File: config.mk
export PLATFORM = sky130hd
export DESIGN_NAME = union_find_engine_unit
export DESIGN_NICKNAME = d
export VERILOG_FILES = /design/src/ufe_pkg.sv /design/src/ufe_ram.sv /design/src/ufe_parent_store.sv /design/src/ufe_size_store.sv /design/src/union_find_engine_unit.sv
export SDC_FILE = /design/constraint.sdc
export NUM_CORES = 1
export LEC_CHECK = 0
export ABC_AREA = 1
export ABC_CLOCK_PERIOD_IN_PS = 3650
export BUFFER_PORTS_ARGS = -buffer_cell sky130_fd_sc_hd__buf_4
export CAP_MARGIN = 20
export CORE_MARGIN = 1.5
export CORE_UTILIZATION = 55
export CTS_CLUSTER_DIAMETER = 150
export CTS_CLUSTER_SIZE = 20
export DETAILED_ROUTE_END_ITERATION = 10
export PLACE_DENSITY = 0.71
export SETUP_SLACK_MARGIN = 0.4
export SLEW_MARGIN = 15
export SYNTH_ARGS = -nofsm -noshare
export SYNTH_HDL_FRONTEND = slang
export SYNTH_HIERARCHICAL = 1
export SYNTH_SLANG_ARGS = --single-unit
File: constraint.sdc
create_clock -name clock -period 3.65 [get_ports clock]
set_input_delay 0.1825 -clock clock [delete_from_list [all_inputs] [get_ports clock]]
set_output_delay 0.1825 -clock clock [all_outputs]
set_load 0.02 [all_outputs]
File: src/ufe_pkg.sv
// Shared types, constants and state codes for the union-find engine.
package ufe_pkg;

   localparam int NODES  = 16;
   localparam int NODE_W = 4;
   localparam int ADDR_W = $clog2(NODES);
   localparam int SIZE_W = $clog2(NODES + 1);

   typedef logic [NODE_W-1:0] node_type;
   typedef logic [SIZE_W-1:0] size_type;

   localparam logic FUNC_UNION = 1'b0;
   localparam logic FUNC_QUERY = 1'b1;

   typedef struct packed {
      logic     func;
      node_type node_a;
      node_type node_b;
   } req_type;

   typedef struct packed {
      logic     connected;
      node_type root_after;
   } rsp_type;

   // Parent table access from the sequencer
   typedef struct packed {
      node_type rd_addr;
      logic     wr_en;
      node_type wr_addr;
      node_type wr_data;
   } parent_port_type;

   // Set size table access from the sequencer
   typedef struct packed {
      node_type rd_addr;
      logic     wr_en;
      node_type wr_addr;
      size_type wr_data;
   } size_port_type;

   typedef enum logic [2:0] {
      ST_IDLE,
      ST_FIND_CHK,
      ST_FIND_HALVE,
      ST_SIZE_A,
      ST_LINK,
      ST_DONE
   } state_type;

endpackage

File: src/ufe_ram.sv
// Generic single-port-write, single-port-read RAM with registered read data.
module ufe_ram #(
   parameter int WIDTH = 8,
   parameter int DEPTH = 16
) (
   input  logic                     clock,
   input  logic                     wr_en,
   input  logic [$clog2(DEPTH)-1:0] wr_addr,
   input  logic [WIDTH-1:0]         wr_data,
   input  logic [$clog2(DEPTH)-1:0] rd_addr,
   output logic [WIDTH-1:0]         rd_data
);

   logic [WIDTH-1:0] mem_ff [DEPTH];
   logic [WIDTH-1:0] rd_data_ff;

   always_ff @(posedge clock) begin
      if (wr_en) begin
         mem_ff[wr_addr] <= wr_data;
      end
      rd_data_ff <= mem_ff[rd_addr];
   end

   assign rd_data = rd_data_ff;

endmodule

File: src/ufe_parent_store.sv
// Parent table: RAM plus per-entry valid bits; an unwritten entry points to itself.
module ufe_parent_store (
   input  logic                     clock,
   input  logic                     reset,
   input  ufe_pkg::parent_port_type port,
   output ufe_pkg::node_type        rd_data
);
   import ufe_pkg::*;

   logic [NODES-1:0] valid_ff;
   logic [NODES-1:0] valid_in;
   logic             rd_valid_ff;
   node_type         rd_addr_ff;
   node_type         ram_q;

   ufe_ram #(
      .WIDTH (NODE_W),
      .DEPTH (NODES)
   ) u_ram (
      .clock   (clock),
      .wr_en   (port.wr_en),
      .wr_addr (port.wr_addr[ADDR_W-1:0]),
      .wr_data (port.wr_data),
      .rd_addr (port.rd_addr[ADDR_W-1:0]),
      .rd_data (ram_q)
   );

   always_comb begin
      valid_in = valid_ff;
      if (port.wr_en) begin
         valid_in[port.wr_addr[ADDR_W-1:0]] = 1'b1;
      end
   end

   always_ff @(posedge clock) begin
      if (reset) begin
         valid_ff    <= '0;
         rd_valid_ff <= 1'b0;
      end else begin
         valid_ff    <= valid_in;
         rd_valid_ff <= valid_ff[port.rd_addr[ADDR_W-1:0]];
      end
      rd_addr_ff <= port.rd_addr;
   end

   assign rd_data = rd_valid_ff ? ram_q : rd_addr_ff;

endmodule

File: src/ufe_size_store.sv
// Set size table: RAM plus per-entry valid bits; an unwritten entry reads as one.
module ufe_size_store (
   input  logic                   clock,
   input  logic                   reset,
   input  ufe_pkg::size_port_type port,
   output ufe_pkg::size_type      rd_data
);
   import ufe_pkg::*;

   logic [NODES-1:0] valid_ff;
   logic [NODES-1:0] valid_in;
   logic             rd_valid_ff;
   size_type         ram_q;

   ufe_ram #(
      .WIDTH (SIZE_W),
      .DEPTH (NODES)
   ) u_ram (
      .clock   (clock),
      .wr_en   (port.wr_en),
      .wr_addr (port.wr_addr[ADDR_W-1:0]),
      .wr_data (port.wr_data),
      .rd_addr (port.rd_addr[ADDR_W-1:0]),
      .rd_data (ram_q)
   );

   always_comb begin
      valid_in = valid_ff;
      if (port.wr_en) begin
         valid_in[port.wr_addr[ADDR_W-1:0]] = 1'b1;
      end
   end

   always_ff @(posedge clock) begin
      if (reset) begin
         valid_ff    <= '0;
         rd_valid_ff <= 1'b0;
      end else begin
         valid_ff    <= valid_in;
         rd_valid_ff <= valid_ff[port.rd_addr[ADDR_W-1:0]];
      end
   end

   assign rd_data = rd_valid_ff ? ram_q : SIZE_W'(1);

endmodule

File: src/union_find_engine_unit.sv
// Union-find engine: weighted union with path-halving root search, one item at a time.
// Each root walk alternates FIND_CHK with a halving write in FIND_HALVE until a root is found;
// a union of two sets adds SIZE_A and LINK. Next item is taken once the result is queued.
// Items do not overlap: the next transfer is taken only in ST_IDLE;
// the single parent-table read port sets the pace.
// Reset: synchronous; valid bits make every table read back its reset value at once, no sweep.
module union_find_engine_unit (
   input  logic             clock,
   input  logic             reset,
   input  logic             req_valid,
   output logic             req_ready,
   input  ufe_pkg::req_type req_data,
   output logic             rsp_valid,
   input  logic             rsp_ready,
   output ufe_pkg::rsp_type rsp_data
);
   import ufe_pkg::*;

   state_type       state_ff, state_in;
   logic            phase_b_ff, phase_b_in;
   logic            func_ff, func_in;
   node_type        node_b_ff, node_b_in;
   node_type        x_ff, x_in;
   node_type        ra_ff, ra_in;
   size_type        sa_ff, sa_in;
   logic            res_conn_ff, res_conn_in;
   node_type        res_root_ff, res_root_in;
   rsp_type         rsp_ff, rsp_in;
   logic            rsp_valid_ff, rsp_valid_in;

   parent_port_type pport;
   size_port_type   sport;
   node_type        prd;
   size_type        srd;
   size_type        size_sum;
   logic            in_range;

   ufe_parent_store u_parent (
      .clock   (clock),
      .reset   (reset),
      .port    (pport),
      .rd_data (prd)
   );

   ufe_size_store u_size (
      .clock   (clock),
      .reset   (reset),
      .port    (sport),
      .rd_data (srd)
   );

   assign in_range = (int'(req_data.node_a) < NODES) && (int'(req_data.node_b) < NODES);
   assign size_sum = sa_ff + srd;

   always_ff @(posedge clock) begin
      if (reset) begin
         state_ff     <= ST_IDLE;
         rsp_valid_ff <= 1'b0;
      end else begin
         state_ff     <= state_in;
         rsp_valid_ff <= rsp_valid_in;
      end
      phase_b_ff  <= phase_b_in;
      func_ff     <= func_in;
      node_b_ff   <= node_b_in;
      x_ff        <= x_in;
      ra_ff       <= ra_in;
      sa_ff       <= sa_in;
      res_conn_ff <= res_conn_in;
      res_root_ff <= res_root_in;
      rsp_ff      <= rsp_in;
   end

   always_comb begin
      state_in     = state_ff;
      phase_b_in   = phase_b_ff;
      func_in      = func_ff;
      node_b_in    = node_b_ff;
      x_in         = x_ff;
      ra_in        = ra_ff;
      sa_in        = sa_ff;
      res_conn_in  = res_conn_ff;
      res_root_in  = res_root_ff;
      rsp_in       = rsp_ff;
      rsp_valid_in = rsp_valid_ff && !rsp_ready;
      req_ready    = 1'b0;

      pport         = '0;
      pport.rd_addr = x_ff;
      sport         = '0;
      sport.rd_addr = ra_ff;

      unique case (state_ff)
         ST_IDLE: begin
            req_ready = 1'b1;
            if (req_valid) begin
               func_in   = req_data.func;
               node_b_in = req_data.node_b;
               if (!in_range) begin
                  res_conn_in = 1'b0;
                  res_root_in = req_data.node_a;
                  state_in    = ST_DONE;
               end else begin
                  x_in          = req_data.node_a;
                  pport.rd_addr = req_data.node_a;
                  phase_b_in    = 1'b0;
                  state_in      = ST_FIND_CHK;
               end
            end
         end
         ST_FIND_CHK: begin
            if (prd == x_ff) begin
               if (!phase_b_ff) begin
                  // root of node_a found, start the walk from node_b
                  ra_in         = x_ff;
                  x_in          = node_b_ff;
                  pport.rd_addr = node_b_ff;
                  phase_b_in    = 1'b1;
               end else if (func_ff == FUNC_UNION && ra_ff != x_ff) begin
                  sport.rd_addr = ra_ff;
                  state_in      = ST_SIZE_A;
               end else begin
                  res_conn_in = (ra_ff == x_ff);
                  res_root_in = ra_ff;
                  state_in    = ST_DONE;
               end
            end else begin
               pport.rd_addr = prd;
               state_in      = ST_FIND_HALVE;
            end
         end
         ST_FIND_HALVE: begin
            // prd is the grandparent: re-point x to it and continue from there
            pport.wr_en   = 1'b1;
            pport.wr_addr = x_ff;
            pport.wr_data = prd;
            x_in          = prd;
            pport.rd_addr = prd;
            state_in      = ST_FIND_CHK;
         end
         ST_SIZE_A: begin
            sa_in         = srd;
            sport.rd_addr = x_ff;
            state_in      = ST_LINK;
         end
         ST_LINK: begin
            // x_ff holds the root of node_b, srd its size
            pport.wr_en   = 1'b1;
            sport.wr_en   = 1'b1;
            sport.wr_data = size_sum;
            res_conn_in   = 1'b0;
            if (sa_ff < srd) begin
               pport.wr_addr = ra_ff;
               pport.wr_data = x_ff;
               sport.wr_addr = x_ff;
               res_root_in   = x_ff;
            end else begin
               pport.wr_addr = x_ff;
               pport.wr_data = ra_ff;
               sport.wr_addr = ra_ff;
               res_root_in   = ra_ff;
            end
            state_in = ST_DONE;
         end
         ST_DONE: begin
            if (!rsp_valid_ff || rsp_ready) begin
               rsp_in.connected  = res_conn_ff;
               rsp_in.root_after = res_root_ff;
               rsp_valid_in      = 1'b1;
               state_in          = ST_IDLE;
            end
         end
         default: begin
            state_in = ST_IDLE;
         end
      endcase
   end

   assign rsp_valid = rsp_valid_ff;
   assign rsp_data  = rsp_ff;

endmodule

==> run summary <==
The post-detailed-route via-to-cell ratio is 5.14. The synthesized net count is 1171. The internal portion of the total power is 4.42 mW. Power spread over the standard cell area amounts to 597 mW/mm^2.

Along the worst hold path, the cell count comes to 2. The height of the die came out at 142 um. The number of endpoints with negative hold slack in the final report is 0. Relative to the synthesized area, the layout overhead comes to 7.96%.

For this configuration, the core starts out at a cell density of 0.565. The number of standard cells after synthesis came out at 1148. The die extent in x came out at 142 um. The flip-flop and latch count after synthesis came out at 224. The area after detailed placement is 0.0110 sq mm.

The highest achievable clock rate is 318 MHz. The synthesized area is 0.0106 sq mm. The compound-gate portion of the synthesized area is 0.0505. The sequential share of power came out at 0.444. At the worst endpoint, the required time is 3.78 ns. The pin count of the biggest net entering global routing is 41. The warning count from the yosys run is 6. Headroom to the max-slew limit came out at 0.516. The total CTS buffers came out at 15. The relative contribution of combinational cells to total power came out at 0.321. The total track usage came out at 0.217. The area of the core region is 0.0188 sq mm.

The tree is rooted in a clkbuf_16. The number of global-route vias before repair was 6832. Tracing the worst setup path back leads to its startpoint at u_size/rd_valid_ff. The overall power of the completed layout is 6.86 mW. The simple-gate area share of the yosys netlist came out at 0.241.

The dominant combinational cell family by area after synthesis is simple AND/OR/NAND/NOR gates. TritonCTS built the clock tree. Row generation in the floorplan step produced 50 rows. The number of max-slew violations in the final report was 0.

The count of cells along the worst register-to-register path is 13. The first-pass GRT wire length is 34.3 mm. The analysis attributes to cell leakage a power of 4.82 nW. After clock tree synthesis, the clock-pin slew on the worst setup and hold paths is 0.09 ns.

Across all setup checks in the final design, the least slack found is 0.509 ns. The detailed placement HPWL came out at 14.7 mm. The count of unresolved DRC violations after routing is 0. The worst register-to-register path begins at u_size/rd_valid_ff.

The capture point of the worst reg-to-reg path is u_size/u_ram/mem_ff[12][2]. The number of library cell types mapped by synthesis is 40. The number of max-capacitance violations reported came out at 0. The worst hold path terminates at state_ff[0]. The maximum buffer depth of the clock tree came out at 3.

The final antenna-violating net count is 0. The highest metal layer with signal wires is met4. The final critical-path share of the clock period is 0.860.

The post-layout instance area is 0.0115 sq mm. Detailed routing inserted a total of 7417 vias. The setup path with the least slack is of type register to register. The peak fanout along the critical path came out at 10.

The detailed route wirelength on metal3 is 1.11 mm. The met2 wire length is 10.9 mm. Setup repair after global routing could not meet its margin everywhere. The wire length per cell came out at 15.0 um. STA classifies the critical path endpoint as a register. For this block, the routed nets add up to 21.6 mm of wire. Of the cells placed in the final design, the portion with a size suffix greater than 1 is 0.150. 0 antenna diodes ended up in the layout. The share of the Yosys chip area taken by registers is 0.584. 20 I/O pins were placed. The run finished with clean final reports. The portion of netlist area occupied by mux cells is 0.00423. The source-to-sink clock delay at the later pin of the worst-skew pair is 0.49 ns. The area of the die is 0.0202 sq mm. The transition time at the pin with the least slew margin is 0.724 ns. The worst setup path is launched from a register. The final count of negative-setup-slack endpoints is 0. In the final routing, the length of wire on met1 measures 9.19 mm. The share of synthesized cell area in full adder, half adder and majority cells came out at 0.0125.

The violation count after the first detailed-routing iteration is 507. The number of buffer cells added on primary ports came out at 19. The total negative setup slack came out at 0 ns.

Setup slack on the worst reg-to-reg path comes out at 0.51 ns. For the final database, setup skew stands at 0.0354 ns. The xor/xnor cell area share of the yosys netlist is 0.00165.

The total number of clock tree sinks came out at 224. At the worst endpoint, the arrival time is 3.27 ns. The path class of the tightest hold or removal check is input pin to register. Of the total power, the share spent switching nets is 0.356. The startpoint identified for the worst hold timing path is reset. Before antenna repair, the detailed router went through 7 iterations. Prior to clock tree synthesis, the placed netlist has a worst setup slack of 0.580 ns.

For this run the aggregate overflow at the end of global routing stands at 0. The final estimated routing congestion in global placement came out at 0.847. The average size of a mapped cell came out at 9.27 sq um. The maximum level of the CTS H-tree came out at 1.

The post-layout minimum cycle time is 3.14 ns. For this design the total switching power over the nets is 2.44 mW. The final net count is 1197.

IR analysis of the VDD net gives a maximum drop of 0.595 mV. The initial antenna violation count is 0. The relative contribution of the clock network to total power is 0.235.
metrics by stage:
step,hold slack (ns),utilization,instances
after floorplan,0.245,-,1148
after global placement,0.361,0.583,1411
after detailed placement,0.362,0.583,1411
after CTS,0.0951,0.609,1443
after global routing,0.133,0.610,1443
final,0.113,0.610,1443
placed cells by master, fill, tap and decap left out, types with 2 or more instances in the layout:
| cell | Yosys | routed |
|---|---|---|
| nor3_2 | 2 | 2 |
| nand3_1 | 146 | 145 |
| inv_2 | 41 | 41 |
| xnor2_1 | 2 | 2 |
| o21ai_1 | 12 | 10 |
| dfxtp_1 | 51 | 51 |
| a21oi_1 | 45 | 45 |
| clkbuf_16 | 0 | 15 |
| o21ai_0 | 19 | 16 |
| buf_4 | 10 | 38 |
| o21ai_2 | 0 | 4 |
| clkbuf_1 | 0 | 9 |
| edfxtp_1 | 173 | 173 |
| nor2_1 | 64 | 59 |
| nand2_1 | 296 | 296 |
| nor2_4 | 5 | 5 |
| nand3b_1 | 5 | 5 |
| inv_1 | 167 | 167 |
| nand3_2 | 10 | 11 |
| o221ai_1 | 4 | 4 |
| ha_1 | 9 | 9 |
| dlygate4sd3_1 | 0 | 6 |
| nor2_2 | 2 | 7 |
| mux2_2 | 4 | 4 |
| o211ai_1 | 4 | 4 |
| a21oi_2 | 6 | 6 |
| inv_6 | 3 | 4 |
| nand2_2 | 32 | 32 |
how the worst max path moves through the flow:
stage                                               to  slack (ns)
final                       u_size/u_ram/mem_ff[12][2]        0.51
after global routing         u_size/u_ram/mem_ff[8][1]        0.31
after CTS                   u_size/u_ram/mem_ff[12][2]        0.54
after detailed placement    u_size/u_ram/mem_ff[12][2]        0.58
after global placement       u_size/u_ram/mem_ff[0][3]        0.61
after floorplan           u_parent/u_ram/mem_ff[15][0]        1.10
metal layers:
layer,track usage,up-vias
met2,0.382,223
met5,0,-
li1,-,3743
met1,0.287,3417
met4,0.0553,0
met3,0.0236,34
power groups by stage:
stage	registers (mW)	clock network, mW	logic [mW]
final	3.04	1.61	2.20
after detailed placement	3.10	0	2.18
after global placement	3.10	0	2.16
after global routing	3.06	1.73	2.43
after floorplan	3.05	0	1.82
after CTS	3.04	1.65	2.19
worst max-delay path: stages (launching register included):
cell and delay, ns:
dfxtp_1 0.40, nand2_1 0.07, inv_1 0.10, inv_1 0.05
ha_1 0.31, nand2_1 0.08, inv_1 0.03, o21ai_1 0.14
nand3_2 0.23, o211ai_1 0.41, inv_1 0.23, inv_1 0.12
nand2_1 0.15, nor2_1 0.44
Yosys cell counts:
cell	count	share of area
edfxtp_1	173	0.49
inv_2	41	0.014
o21ai_0	19	0.0089
nand2_2	32	0.019
inv_8	1	0.0011
a221oi_1	1	0.00082
buf_12	2	0.0038
inv_6	3	0.0025
buf_2	11	0.0052
nand3_1	146	0.069
nor3_4	1	0.0015
ha_1	9	0.011
a31oi_4	1	0.0020
dfxtp_1	51	0.096
nand4_4	1	0.0020
buf_6	10	0.011
inv_1	167	0.059
o21ba_2	1	0.00094
nand2_1	296	0.10
nor2_1	64	0.023
buf_4	10	0.0071
o211ai_1	4	0.0028
nor3_2	2	0.0019
nand3_2	10	0.0094
o221ai_1	4	0.0033
buf_1	1	0.00035
nor3_1	1	0.00047
nand4_1	1	0.00059
fa_1	1	0.0019
nand3b_1	5	0.0035
mux2_2	4	0.0042
a21oi_2	6	0.0049
inv_4	1	0.00059
a21oi_1	45	0.021
nor2_2	2	0.0012
xnor2_1	2	0.0016
buf_8	1	0.0014
nor4_2	1	0.0012
o21ai_1	12	0.0056
nor2_4	5	0.0053
cells by family after synthesis:
| logic type | after synthesis |
|---|---|
| flops | 224 |
| compound gates | 93 |
| mux | 4 |
| xor+xnor | 2 |
| fa+ha+maj | 10 |
| buf+inv | 248 |
| simple gates | 567 |
final cells by class:
| type | instances | area [sq um] |
|---|---|---|
| Timing Repair Buffer | 44 | 345 |
| Inverter | 213 | 825 |
| Clock buffer | 24 | 409 |
| Multi-Input combinational cell | 676 | 3350 |
| Fill cell | 1583 | 7340 |
| Clock inverter | 2 | 25.0 |
| Tap cell | 260 | 325 |
| Sequential cell | 224 | 6220 |
timing repair:
action                                  CTS  global route
endpoints found under the setup margin    0           119
hold endpoints to repair                  6             0
buffers inserted                          0             0
resized for setup                         0             8
hold buffers                              6             0
registers in the layout (all words and copies together) (netlist names):
name and count:
u_size/u_ram/mem_ff 80, u_parent/u_ram/mem_ff 64, u_parent/valid_ff 16, u_size/valid_ff 16, rsp_data 5, sa_ff 5
u_size/u_ram/rd_data 5, node_b_ff 4, ra_ff 4, res_root_ff 4, u_parent/rd_addr_ff 4, u_parent/u_ram/rd_data 4
x_ff 4, state_ff 3, func_ff 1, phase_b_ff 1, res_conn_ff 1, rsp_valid 1
u_parent/rd_valid_ff 1, u_size/rd_valid_ff 1
No activity file was read; power rests on OpenSTA's default activity.
